===== src/rtl/core/mkcf_divider.sv =====
// Restoring divider, one quotient bit per cycle.
module mkcf_divider #(
   parameter int NW = 24,
   parameter int DW = 13
) (
   input  logic          clock,
   input  logic          reset,
   input  logic          start,
   input  logic [NW-1:0] num,
   input  logic [DW-1:0] den,
   output logic          busy,
   output logic [NW-1:0] quo,
   output logic [DW-1:0] rem
);

   localparam int CW = $clog2(NW + 1);

   logic          busy_ff, busy_in;
   logic [CW-1:0] cnt_ff, cnt_in;
   logic [NW-1:0] quo_ff, quo_in;
   logic [DW-1:0] rem_ff, rem_in;
   logic [DW-1:0] den_ff, den_in;
   logic [DW:0]   shifted;
   logic [DW:0]   trial;

   always_comb begin
      busy_in = busy_ff;
      cnt_in  = cnt_ff;
      quo_in  = quo_ff;
      rem_in  = rem_ff;
      den_in  = den_ff;
      shifted = {rem_ff, quo_ff[NW-1]};
      trial   = shifted - {1'b0, den_ff};
      if (start) begin
         busy_in = 1'b1;
         cnt_in  = CW'(NW);
         quo_in  = num;
         rem_in  = '0;
         den_in  = den;
      end else if (busy_ff) begin
         if (!trial[DW]) begin
            rem_in = trial[DW-1:0];
            quo_in = {quo_ff[NW-2:0], 1'b1};
         end else begin
            rem_in = shifted[DW-1:0];
            quo_in = {quo_ff[NW-2:0], 1'b0};
         end
         cnt_in = cnt_ff - CW'(1);
         if (cnt_ff == CW'(1)) begin
            busy_in = 1'b0;
         end
      end
   end

   always_ff @(posedge clock) begin
      if (reset) begin
         busy_ff <= 1'b0;
         cnt_ff  <= '0;
      end else begin
         busy_ff <= busy_in;
         cnt_ff  <= cnt_in;
      end
      quo_ff <= quo_in;
      rem_ff <= rem_in;
      den_ff <= den_in;
   end

   assign busy = busy_ff;
   assign quo  = quo_ff;
   assign rem  = rem_ff;

endmodule


===== config.mk =====
export PLATFORM = sky130hd
export DESIGN_NAME = mkcf_divider
export DESIGN_NICKNAME = d
export VERILOG_FILES = /design/src/rtl/core/mkcf_divider.sv
export SDC_FILE = /design/constraint.sdc
export NUM_CORES = 1
export LEC_CHECK = 0
export BUFFER_PORTS_ARGS = -buffer_cell sky130_fd_sc_hd__buf_2
export CORE_MARGIN = 2
export CORE_UTILIZATION = 50
export CTS_BUF_LIST = sky130_fd_sc_hd__clkbuf_2 sky130_fd_sc_hd__clkbuf_4 sky130_fd_sc_hd__clkbuf_8
export CTS_CLUSTER_DIAMETER = 150
export DETAILED_ROUTE_END_ITERATION = 7
export PLACE_DENSITY = 0.76
export SYNTH_ARGS = -nofsm -noshare
export SYNTH_HDL_FRONTEND = slang
export SYNTH_SLANG_ARGS = --single-unit

===== constraint.sdc =====
create_clock -name clock -period 3.69 [get_ports clock]
set_input_delay 0.738 -clock clock [delete_from_list [all_inputs] [get_ports clock]]
set_output_delay 0.738 -clock clock [all_outputs]
set_load 0.1 [all_outputs]

# Word-level counts from Yosys, hierarchy flattened
# Cells that the tools add are included.
# op_classes
shift,0
n_div,0
n_addsub,2
mux,9
n_mul,0
n_lt_le_gt_ge,0
n_reduce_logical,2
n_eq_ne,1
n_bitwise,0
# ops
cell,count
$mux W24,2
$sub A14 B13 Y14,1
$mux W13,1
$mux W5,2
$eq A5 B1 Y1 const B,1
$sub A5 B1 Y5 const B,1
$mux W1,4
$reduce_bool A2 Y1,1
$reduce_or A2 Y1,1
# word_totals
elab_cells,20
latch_bits,0
in_bits,40
reg_bits,56
memories,0
romBits,0
out_inout_bits,38
mem_bits_rw,0

# Longest topological paths before layout
# logic_depth
depth_word,4
ltp_mapped,10
mapped_depth_nobuf,10

# Worst setup path before layout
# OpenSTA, ideal clock, no wires.
# synth_path
path_kind,register -> register
start,"register rem_ff[9], in the netlist rem[9]"
end,"register quo_ff[0], in the netlist quo[0], data pin"
setup_time_ps,260
t_required_ps,3430
slack_ps,774
synth_period_minus_slack_ps,2916
path_buffers,1
t_arrival_ps,2656
path_stages_with_launch,9
cell_sequence,dfxtp_1 > ha_1 > a21oi_1 > nor2_1 > a211oi_2 > o311a_4 > xnor2_4 > buf_6 > mux2_2
# synth_between
elab_chain_len,4
# synth_rtl
element,line,text
"start, declared",21,"logic [DW-1:0] rem_ff, rem_in;"
"start signal, assigned",64,rem_ff <= rem_in;
$sub A14 B13 Y14,33,"trial = shifted - {1'b0, den_ff};"
$mux W1,41,if (!trial[DW]) begin
$mux W24,40,end else if (busy_ff) begin
$mux W24,34,if (start) begin
net quo_in[0],20,"logic [NW-1:0] quo_ff, quo_in;"
"end signal, assigned",63,quo_ff <= quo_in;
"end, declared",20,
# The timed path passes the listed nets, and every way through them passes these cells. The select of a mux whose other input is x is not followed.
# A chain may end at the register's enable or synchronous reset.

# Worst setup path in the final report
# layout_path
start,"register quo_ff[23], in the netlist quo[23]"
end,"register rem_ff[0], in the netlist rem[0]"
# layout_between
elab_chain_len,2
# layout_rtl
element,line
$sub A14 B13 Y14,33
$mux W13 *,41
# Every way passes the cells marked *; elsewhere a longest branch is shown, timed or not.

==> reports/metrics.yaml <==
pwr:
  leakage_nw: 1.550
  netSwitchingFraction_pct: 40.17
  power_frac_comb_pct: 38.3
  p_clk_share_pct: 21.3
  irDropWorstVdd_mv: 0.2603
  switching_power_mw: 0.7774
  power.internal_mw: 1.158
  cellPowerDensity_nw_per_um2: 540.9
  seqPwrFrac_pct: 40.4
synthesis:
  ys_top_cells_by_area: "edfxtp_1 (37%), dfxtp_1 (13%), mux2_2 (9.0%)"
  synth_top_cell_by_area: "edfxtp_1"
  synth_top_area_share_pct: 36.97
  async_reset_ff_share_pct: 0
  ys.flop_type: "edfxtp_1"
  netlist_top_cells_count: "edfxtp_1 (37), nor2_1 (27), mux2_2 (24)"
  yosys_register_bits: 56
  syn-instance-count: 260
  synth_edf_count: 37
  synth.most_common_cell: "edfxtp_1"
  synth_area_sq_um: 3005
  yosysWarnings: 0
  synth.net_count: 316
  ys_seq_area_share_pct: 49.63
  avgSynthCellArea_sq_um: 11.56
  synth.distinct_cells: 50
global_route:
  grt_overflow: 0
  grt.total_usage_pct: 18.06
  grt_max_degree: 26
  antenna_found_initial: 0
  grt_pass1_wl_microns: 9232
  grt_pass1_vias: 2066
cts:
  clock_sinks: 56
  cts_buffers: 5
  hold_buffers: 0
  cts_resized: 0
  cts.clk_slew.worst_paths_ns: 0.10
  cts_tree: "yes"
  postCtsSetupBuffers: 0
  htreeDepth: 2
  cts_max_path_buffers: 2
  cts_root_buffer: "clkbuf_8"
  clkLatencyLatePin_ns: 0.31
sta:
  timing.final.max_slew_violations: 0
  hold_viol_final: 0
  worst_slew_pin_slew_ns: 0.5985
  setup_viol: 0
  rsz0062_at_grt: "no"
  fmax_mhz: 373.9
  fin_crit_ns: 2.674
  setup-tns-final_ns: 0
  slew_headroom_pct: 60.05
  fin_skew_ns: 0.008733
  min_period_over_period_pct: 72.48
placement:
  gp_congestion: 0.7873
  dpl.cell_count: 405
  dp_hpwl_microns: 4383
  portBuffers: 77
final_layout:
  area_growth_pct: 19.03
  fin_cells: 413
  nNetsFinal: 393
  antennaDiodeCount: 0
  drive_gt1_share_pct: 35.80
worst_setup_path:
  slowest_stage: "xnor2_4"
  required_ns: 3.92
  crit_chain: "inv_1 > ha_1 > nand2b_1 > a21oi_1 > o21ai_1 > o311a_4 > xnor2_4 > mux2_1 > a211oi_1"
  critPathMaxFanout: 15
  r2r_end: "rem[0]"
  crit_buf_inv: 1
  crit_arrival_ns: 2.90
  r2r_start: "quo[23]"
  cp-start-kind: "flop"
  r2r_cells: 9
  worstSetupPathType: "flop to flop"
  critPathMaxStageDelay_ns: 0.48
  r2r_slack_ns: 1.02
  crit_path_end_kind: "flop"
  path_delay_family: "compound AO/OA/AOI/OAI gates"
detailed_routing:
  drt_wl_total_microns: 5877
  ant_nets: 0
  dr.pass1.iters: 4
  avgRoutedWirePerCell_microns: 14.23
  drcViolationCount: 0
  vias: 2172
  vias_per_cell: 5.259
  drt-initial-drc-count: 101
floorplanning:
  num_rows: 28
  coreArea_sq_um: 5851
  initial_core_util_pct: 51.37
  fp.dieW_microns: 81.53
  die_area_sq_um: 6647
  io_pins: 78
  fp.dieH_microns: 81.53
min_path:
  min-delay-path-class: "flop to flop"
  hp-start: "cnt_ff[1]"
  min_to: "cnt_ff[1]"
  min_path_cells: 2
status:
  status: "complete, no violations"
run:
  max_cap_viol_count: 0
routing by layer:
metal  global-route usage (%)  up-vias  share of wire [%]
li1                         -     1112                  -
met2                    30.00       38                 48
met3                    3.187        5                3.5
met4                    6.610        0                1.3
met1                    23.62     1017                 47
met5                        0        -                  0
state kept, by name, summed over array words and instances, names as in the netlist:
register  flops
den_ff       13
rem          13
cnt_ff        5
busy          1
quo          24
power groups by stage:
stage | clock network, mW | registers, mW | logic [mW]
global route | 0.443 | 0.791 | 0.787
CTS | 0.418 | 0.783 | 0.744
detailed placement | 0 | 0.797 | 0.741
finish | 0.412 | 0.783 | 0.741
floorplan | 0 | 1.12 | 0.300
global placement | 0 | 0.795 | 0.731
cells by family (layout without fill, tap and decap cells):
kind of cell / count (synthesis) / count (layout) / share of synthesized area, %
compound gates: 43 / 43 / 10.70
xor+xnor: 14 / 14 / 4.705
fa+ha+maj: 16 / 16 / 6.911
buf+inv: 28 / 106 / 3.747
flops: 56 / 56 / 49.63
mux: 34 / 34 / 12.36
simple gates: 69 / 69 / 11.95
worst reg2reg max path, delay by kind of cell (launching register included):
kind / cells / cell delay (ns)
mux: 1 / 0.39
fa+ha+maj: 1 / 0.22
buf+inv: 1 / 0.06
compound gates: 4 / 0.92
simple gates: 1 / 0.17
xor+xnor: 1 / 0.48
flops: 1 / 0.36
cell usage in the layout (no fill, tap or decap), types with 2 or more instances in the layout:
master and instances:
edfxtp_1 37, o21ai_1 2, nor4_1 3, nand3b_1 3, clkbuf_8 5, nand3_1 2
inv_1 18, or2_2 3, nor3b_1 2, dfxtp_1 19, a21o_1 2, nor2b_1 3
mux2_2 24, a211oi_1 12, o21a_1 2, nor2_1 27, a31oi_1 3, buf_4 3
nor3_1 6, a221o_1 2, a21oi_1 5, buf_2 77, nand2b_1 3, and3_1 3
mux2i_1 9, or3_1 2, nand2_1 6, o31ai_1 2, o21ai_0 4, ha_1 15
xnor2_1 5, xor2_1 8
final cells by class:
type	count	area [sq um]
Tap cell	75	93.84
Inverter	18	67.56
Clock inverter	2	38.79
Multi-Input combinational cell	176	1401
Clock buffer	6	76.32
Fill cell	489	2273
Sequential cell	56	1491
Timing Repair Buffer	80	407.9
through the flow:
stage                     utilization, %  setup slack [ns]  power, mW  area [sq um]  hold WS [ns]
after floorplan                        -            0.7744      1.416          3005        0.4770
after global placement             59.17             1.154      1.526          3462        0.4928
after detailed placement           59.17            0.9934      1.538          3462        0.5036
after CTS                          61.14            0.9721      1.945          3577        0.5166
after global routing               61.14            0.7734      2.021          3577        0.5638
final                              61.14             1.016      1.935          3577        0.5096
worst max-delay path by stage:
stage | cells after the start | end | slack [ns] | start
finish | 9 | rem[0] | 1.02 | quo[23]
global route | 9 | rem[0] | 0.77 | quo[23]
CTS | 9 | rem[0] | 0.97 | quo[23]
detailed placement | 9 | rem[0] | 0.99 | quo[23]
global placement | 8 | rem[0] | 1.15 | rem[10]
floorplan | 8 | quo[0] | 0.77 | rem[9]
(Power assumes the default switching activity.)
